[src/hdl/thkr_pkg.sv]
// Shared types, codes and defaults for the tap/hold key resolver.
`timescale 1ns / 1ps

package thkr_pkg;

    // Default number of tap/hold table entries
    localparam int TABLE_ENTRIES_DEF = 16;

    // Tapping term after reset, in ticks
    localparam logic [15:0] TAPPING_TERM_RST = 16'd200;

    // Input opcodes
    localparam logic [2:0] OP_PRESS   = 3'd0;
    localparam logic [2:0] OP_RELEASE = 3'd1;
    localparam logic [2:0] OP_OTHER   = 3'd2;
    localparam logic [2:0] OP_TICK    = 3'd3;
    localparam logic [2:0] OP_SET     = 3'd4;

    // Pending record mode
    typedef enum logic [3:0] {
        MODE_IDLE    = 4'b0001,
        MODE_PENDING = 4'b0010,
        MODE_TAP     = 4'b0100,
        MODE_HOLD    = 4'b1000
    } t_mode;

    // One input beat
    typedef struct packed {
        logic [2:0]  opcode;
        logic [7:0]  key_number;
        logic [7:0]  entry_number;
        logic        from_remote;
        logic [15:0] tap_code;
        logic [15:0] hold_code;
    } t_in_beat;

    // One result beat
    typedef struct packed {
        logic [15:0] keycode;
        logic        is_press;
        logic        remote_flag;
        logic [7:0]  source_key;
        logic        last;
    } t_out_beat;

endpackage

[src/hdl/tap_hold_key_resolver_unit.sv]
// A result beat passes through the table read stage, then the result register; the second
// beat of a pair follows the first once the result register is free. Throughput: one
// input beat per cycle while the result side does not stall; a release of a pending key
// yields two result beats and holds the input until its second beat leaves the table read
// stage, set by the single result register that takes one beat per cycle when not stalled.
// Reset (synchronous, active low) clears the pending record, the table valid
// bits (unwritten entries read as zero), the pipeline, and sets the term to 200.
`timescale 1ns / 1ps

module tap_hold_key_resolver_unit #(
    parameter int TABLE_ENTRIES = thkr_pkg::TABLE_ENTRIES_DEF
) (
    input  logic                i_clk,
    input  logic                i_rst_n,
    input  logic                i_in_valid,
    output logic                o_in_ready,
    input  thkr_pkg::t_in_beat  i_in_data,
    output logic                o_out_valid,
    input  logic                i_out_ready,
    output thkr_pkg::t_out_beat o_out_data,
    input  logic                i_cfg_we,
    input  logic [15:0]         i_cfg_wdata
);

    import thkr_pkg::*;

    localparam int IW = (TABLE_ENTRIES > 1) ? $clog2(TABLE_ENTRIES) : 1;
    localparam logic [8:0] EntLimit = 9'(TABLE_ENTRIES);

    // Configuration and pending record
    logic [15:0]             r_tapping_term;
    t_mode                   r_mode, n_mode;
    logic [7:0]              r_held_key, n_held_key;
    logic [IW-1:0]           r_held_entry, n_held_entry;
    logic                    r_held_remote, n_held_remote;
    logic [15:0]             r_elapsed, n_elapsed;
    logic [TABLE_ENTRIES-1:0] r_entry_ok;

    // Table read stage
    logic        r_s1_valid, r_s1_two, r_s1_second, r_s1_hold, r_s1_p0, r_s1_ok;
    logic [7:0]  r_s1_key;
    logic        r_s1_remote;

    // Result register
    logic      r_out_valid;
    t_out_beat r_out_data;

    logic        accept, out_free, s1_emit, s1_done;
    logic        ent_ok, tbl_we;
    logic        ev, ev_two, ev_hold, ev_p0;
    logic [15:0] tick_inc;
    logic [31:0] ram_rdata, codes;
    logic [IW-1:0] ent_idx;

    assign out_free   = !r_out_valid || i_out_ready;
    assign s1_emit    = r_s1_valid && out_free;
    assign s1_done    = s1_emit && (!r_s1_two || r_s1_second);
    assign o_in_ready = !r_s1_valid || s1_done;
    assign accept     = i_in_valid && o_in_ready;

    assign ent_ok   = ({1'b0, i_in_data.entry_number} < EntLimit);
    assign ent_idx  = i_in_data.entry_number[IW-1:0];
    assign tick_inc = (r_elapsed == 16'hFFFF) ? r_elapsed : r_elapsed + 16'd1;

    // Decode the beat against the pending record
    always_comb begin
        n_mode        = r_mode;
        n_held_key    = r_held_key;
        n_held_entry  = r_held_entry;
        n_held_remote = r_held_remote;
        n_elapsed     = r_elapsed;
        ev            = 1'b0;
        ev_two        = 1'b0;
        ev_hold       = 1'b0;
        ev_p0         = 1'b1;
        tbl_we        = 1'b0;
        case (i_in_data.opcode)
            OP_PRESS: begin
                if (ent_ok) begin
                    if (r_mode == MODE_PENDING) begin
                        ev      = 1'b1;
                        ev_hold = 1'b1;
                    end
                    n_mode        = MODE_PENDING;
                    n_held_key    = i_in_data.key_number;
                    n_held_entry  = ent_idx;
                    n_held_remote = i_in_data.from_remote;
                    n_elapsed     = 16'd0;
                end
            end
            OP_RELEASE: begin
                if (r_mode != MODE_IDLE && i_in_data.key_number == r_held_key) begin
                    n_mode = MODE_IDLE;
                    ev     = 1'b1;
                    unique case (r_mode)
                        MODE_PENDING: begin
                            ev_two = 1'b1;
                        end
                        MODE_HOLD: begin
                            ev_hold = 1'b1;
                            ev_p0   = 1'b0;
                        end
                        MODE_TAP: begin
                            ev_p0 = 1'b0;
                        end
                        default: begin
                            ev = 1'b0;
                        end
                    endcase
                end
            end
            OP_OTHER: begin
                if (r_mode == MODE_PENDING) begin
                    ev      = 1'b1;
                    ev_hold = 1'b1;
                    n_mode  = MODE_HOLD;
                end
            end
            OP_TICK: begin
                if (r_mode == MODE_PENDING) begin
                    n_elapsed = tick_inc;
                    if (tick_inc >= r_tapping_term) begin
                        ev      = 1'b1;
                        ev_hold = 1'b1;
                        n_mode  = MODE_HOLD;
                    end
                end
            end
            OP_SET: begin
                tbl_we = ent_ok;
            end
            default: begin
            end
        endcase
    end

    // Tap/hold code table: {hold, tap} per entry
    thkr_ram #(
        .WIDTH (32),
        .DEPTH (TABLE_ENTRIES)
    ) u_table (
        .i_clk   (i_clk),
        .i_we    (accept && tbl_we),
        .i_waddr (ent_idx),
        .i_wdata ({i_in_data.hold_code, i_in_data.tap_code}),
        .i_re    (accept),
        .i_raddr (r_held_entry),
        .o_rdata (ram_rdata)
    );

    // Hold configuration, record and table valid bits
    always_ff @(posedge i_clk) begin
        if (!i_rst_n) begin
            r_tapping_term <= TAPPING_TERM_RST;
            r_mode         <= MODE_IDLE;
            r_held_key     <= '0;
            r_held_entry   <= '0;
            r_held_remote  <= 1'b0;
            r_elapsed      <= '0;
            r_entry_ok     <= '0;
        end else begin
            if (i_cfg_we) begin
                r_tapping_term <= i_cfg_wdata;
            end
            if (accept) begin
                r_mode        <= n_mode;
                r_held_key    <= n_held_key;
                r_held_entry  <= n_held_entry;
                r_held_remote <= n_held_remote;
                r_elapsed     <= n_elapsed;
                if (tbl_we) begin
                    r_entry_ok[ent_idx] <= 1'b1;
                end
            end
        end
    end

    // Advance the table read stage, one result beat per cycle while the result register is free
    always_ff @(posedge i_clk) begin
        if (!i_rst_n) begin
            r_s1_valid  <= 1'b0;
            r_s1_second <= 1'b0;
        end else if (accept) begin
            r_s1_valid  <= ev;
            r_s1_second <= 1'b0;
        end else if (s1_emit) begin
            if (s1_done) begin
                r_s1_valid <= 1'b0;
            end else begin
                r_s1_second <= 1'b1;
            end
        end
    end

    always_ff @(posedge i_clk) begin
        if (accept) begin
            r_s1_two    <= ev_two;
            r_s1_hold   <= ev_hold;
            r_s1_p0     <= ev_p0;
            r_s1_key    <= r_held_key;
            r_s1_remote <= r_held_remote;
            r_s1_ok     <= r_entry_ok[r_held_entry];
        end
    end

    // Unwritten entries read as zero
    assign codes = r_s1_ok ? ram_rdata : 32'd0;

    // Result register: load from the read stage, drop when taken
    always_ff @(posedge i_clk) begin
        if (!i_rst_n) begin
            r_out_valid <= 1'b0;
        end else if (s1_emit) begin
            r_out_valid <= 1'b1;
        end else if (i_out_ready) begin
            r_out_valid <= 1'b0;
        end
    end

    always_ff @(posedge i_clk) begin
        if (s1_emit) begin
            r_out_data.keycode     <= r_s1_hold ? codes[31:16] : codes[15:0];
            r_out_data.is_press    <= r_s1_second ? 1'b0 : r_s1_p0;
            r_out_data.remote_flag <= r_s1_remote;
            r_out_data.source_key  <= r_s1_key;
            r_out_data.last        <= !r_s1_two || r_s1_second;
        end
    end

    assign o_out_valid = r_out_valid;
    assign o_out_data  = r_out_data;

endmodule

[src/hdl/thkr_ram.sv]
// Generic single-port-write, single-port-read RAM with registered read data.
`timescale 1ns / 1ps

module thkr_ram #(
    parameter int WIDTH = 32,
    parameter int DEPTH = 16,
    localparam int AW = (DEPTH > 1) ? $clog2(DEPTH) : 1
) (
    input  logic             i_clk,
    input  logic             i_we,
    input  logic [AW-1:0]    i_waddr,
    input  logic [WIDTH-1:0] i_wdata,
    input  logic             i_re,
    input  logic [AW-1:0]    i_raddr,
    output logic [WIDTH-1:0] o_rdata
);

    logic [WIDTH-1:0] r_mem [DEPTH];
    logic [WIDTH-1:0] r_rdata;

    // Write port
    always_ff @(posedge i_clk) begin
        if (i_we) begin
            r_mem[i_waddr] <= i_wdata;
        end
    end

    // Registered read, held while not enabled
    always_ff @(posedge i_clk) begin
        if (i_re) begin
            r_rdata <= r_mem[i_raddr];
        end
    end

    assign o_rdata = r_rdata;

endmodule

[config.mk]
export PLATFORM = sky130hd
export DESIGN_NAME = tap_hold_key_resolver_unit
export DESIGN_NICKNAME = d
export VERILOG_FILES = /design/src/hdl/thkr_pkg.sv /design/src/hdl/tap_hold_key_resolver_unit.sv /design/src/hdl/thkr_ram.sv
export SDC_FILE = /design/constraint.sdc
export NUM_CORES = 1
export LEC_CHECK = 0
export BUFFER_PORTS_ARGS = -buffer_cell sky130_fd_sc_hd__buf_2
export CORE_MARGIN = 5
export CORE_UTILIZATION = 43
export CTS_CLUSTER_SIZE = 16
export DETAILED_ROUTE_END_ITERATION = 16
export GPL_ROUTABILITY_DRIVEN = 1
export MAX_ROUTING_LAYER = met4
export SETUP_SLACK_MARGIN = 0.1
export SKIP_LAST_GASP = 1
export SLEW_MARGIN = 0
export SYNTH_ARGS = -nofsm -noshare
export SYNTH_HDL_FRONTEND = slang
export SYNTH_HIERARCHICAL = 1
export SYNTH_SLANG_ARGS = --single-unit
[constraint.sdc]
create_clock -name i_clk -period 9.7 [get_ports i_clk]
set_clock_uncertainty 0.15 [all_clocks]
set_input_delay 0.485 -clock i_clk [delete_from_list [all_inputs] [get_ports i_clk]]
set_output_delay 0.485 -clock i_clk [all_outputs]
set_load 0.02 [all_outputs]
==> impl_metrics.json <==
{
  "port_buffers": 101,
  "critPathMaxFanout": 9,
  "slew_viol_final": 0,
  "power_per_cell_area_nw_per_um2": 195,
  "routed_wl_um": 57300,
  "io_pins": 102,
  "crit_arrival_ns": 4.83,
  "placed_area_um2": 26900,
  "first_pass_iters": 5,
  "hold_start": "i_cfg_wdata[11]",
  "crit_type": "flip-flop to flip-flop",
  "grt_max_degree": 101,
  "cts_made_buffers": 69,
  "path_common_cell": "or4_1",
  "syn-cell-area_um2": 25400,
  "ys_ff_latch": 651,
  "cap_viol_max_count": 0,
  "drive_gt1_share_pct": 25.6,
  "synth_area_leaders": "edfxtp_1 (69%), mux4_2 (12%), dfxtp_1 (5.3%)",
  "cts_root_buf": "clkbuf_16",
  "drc": 0,
  "finalPower_mw": 5.68,
  "hold_path.class": "primary input to flip-flop",
  "fin_cells": 2307,
  "synth_cell_types": 61,
  "num_vias": 13000,
  "synth_top_area_share_pct": 69.1,
  "postCtsHoldBufs": 11,
  "rsz0062_at_grt": "no",
  "slowest_delay_ns": 0.65,
  "relSlewSlack_pct": 28.1,
  "syn_nets": 1427,
  "worstPathRequired_ns": 10.07,
  "worstMarginPinSlew_ns": 1.07,
  "grt_pass1_wl_um": 85600,
  "cts_resized": 0,
  "final_hold_viol_count": 0,
  "area_growth_pct": 14.9,
  "layout_worst_path_cycle_share_pct": 46.0,
  "async_flop_share_pct": 0,
  "cp_slowest_cell": "or4_1",
  "coreArea_um2": 58700,
  "fin_area_um2": 29200,
  "drt-initial-drc-count": 1164,
  "vdd_drop_max_v": 0.000197,
  "ys_warn_count": 6,
  "worstSetupStartpointType": "flip-flop",
  "synth-main-ff-cell": "edfxtp_1",
  "start_util_pct": 43.2,
  "yosys.area.top_type": "edfxtp_1",
  "post_drt_via_cell_ratio": 5.64,
  "clk_pin_slew_worst_paths_ns": 0.06,
  "placed_cells": 2171,
  "rows": 89,
  "cp_cell_sequence": "nand4_1 -> or4_1 -> or3_1 -> nand4_2 -> xnor2_1 -> ha_1 -> a21oi_1 -> nor2_1 -> a311o_1 -> or4_1 -> o2111ai_1 -> mux2i_1",
  "synth_edf_count": 584,
  "layout_commonest_cell": "edfxtp_1",
  "yosysSeqAreaShare_pct": 74.4,
  "cts_setup_buffers": 0,
  "wire_per_inst_um": 24.8,
  "antenna_found_initial": 3,
  "htree_levels": 3,
  "mostFrequentLayoutCells": "edfxtp_1 (584), mux4_2 (133), buf_2 (101)",
  "fin_util_pct": 49.7,
  "ant_nets": 0,
  "fmax_ghz": 0.224,
  "r2r_start": "r_elapsed[2]",
  "dieArea_um2": 64000,
  "grt_pass1_vias": 13100,
  "clock_latency_ns": 0.61,
  "fp.dieW_um": 253,
  "place_hpwl_um": 31500,
  "cts_sinks": 651,
  "n_fill_cell": 4769,
  "status": "complete, no violations",
  "synth_cells": 1337,
  "setup-violations-final": 0,
  "cts_tree": "yes",
  "grt_use_total_pct": 18.4,
  "fin_setup_tns_ns": 0,
  "cts.path.max_buffers": 3,
  "leakage_nw": 9.44,
  "gr-total-overflow": 0,
  "gp_congestion": 0.836,
  "nets": 1570,
  "finalCriticalPeriod_ns": 4.46,
  "die-height_um": 253,
  "cp-startpoint": "r_elapsed[2]",
  "end_kind": "flip-flop",
  "syn_avg_cell_area_um2": 19.0
}
[worst max-delay path: cells and delay by family, from the launching register on]
kind	cells	cell delay, ns
AOI/OAI and AO/OA	3	0.87
xor gates and xnor gates	1	0.13
adders and majority gates	1	0.26
DFF	1	0.45
muxes	1	0.23
and+or+nand+nor	6	2.30
[sequential cells by signal (all words and copies together) (netlist names), 3 cells and up]
| register | count |
|---|---|
| u_table/r_mem | 512 |
| r_entry_ok | 16 |
| r_tapping_term | 16 |
| o_out_data | 27 |
| r_elapsed | 16 |
| r_s1_key | 8 |
| u_table/o_rdata | 32 |
| r_held_entry | 4 |
| r_held_key | 8 |
| r_mode | 3 |
[worst paths after layout]
| path | to | slack (ns) | cells past startpoint |
|---|---|---|---|
| setup / recovery | r_mode[1] | 5.24 | 12 |
| hold / removal | r_tapping_term[11] | 0.02 | 3 |
| setup reg to reg | r_mode[1] | 5.24 | 12 |
| hold reg to reg | o_out_data[1] | 0.27 | 0 |
[power by group]
group	leakage, nW	switching [mW]	internal, mW
Clock	1.03	1.06	1.45
Combinational	2.58	0.0679	0.0338
Sequential	5.83	0.00697	3.06
[metal layers]
metal / global-route usage, % / part of all wire [%] / up-vias
met4: 4.18 / 1.9 / 0
met2: 28.4 / 47 / 405
met3: 3.55 / 6.2 / 87
li1: - / - / 5686
met1: 25.9 / 44 / 6836
met5: - / 0 / -
[per-stage QoR]
stage | hold slack (ns) | setup WS, ns
floorplan | 0.250 | 4.86
global placement | 0.251 | 5.37
detailed placement | 0.256 | 5.31
CTS | 0.000239 | 5.28
global route | 0.0269 | 5.03
finish | 0.0204 | 5.24
[synth_stat cells (all sizes together) (6+ instances only)]
master	count
edfxtp	584
mux4	133
dfxtp	67
a22oi	64
nor2b	60
nand2	57
mux2i	44
clkbuf	35
nor2	35
buf	32
inv	28
o21ai	20
a21oi	18
ha	17
nor3	14
nand3	13
xnor2	13
o21a	9
nand4	8
xor2	8
and3	7
or3	7
a21o	6
a31oi	6
nand2b	6
[logic make-up (layout without fill, tap and decap cells)]
kind of cell             Yosys count  after routing  synth area share, %
other                              0              3                    0
buffers and inverters             95            289                 1.62
AND/OR/NAND/NOR                  230            230                 4.81
flip-flops                       651            651                 74.4
AO/OA/AOI/OAI                    144            144                 3.98
multiplexers                     179            179                 13.6
adder cells (fa/ha/maj)           17             17                0.838
XOR/XNOR                          21             21                0.725
[final cells by class]
| cell class | instances | area (um^2) | share of cell area (%) |
|---|---|---|---|
| sequential | 651 | 18900 | 64.8 |
| multi-input combinational | 591 | 6230 | 21.4 |
| clock buffer | 88 | 1840 | 6.31 |
| tap | 773 | 967 | 3.32 |
| timing repair buffer | 139 | 831 | 2.85 |
| clock inverter | 34 | 297 | 1.02 |
| inverter | 28 | 105 | 0.360 |
| antenna | 3 | 7.51 | 0.0257 |
Power figures use the tool's default switching activity.
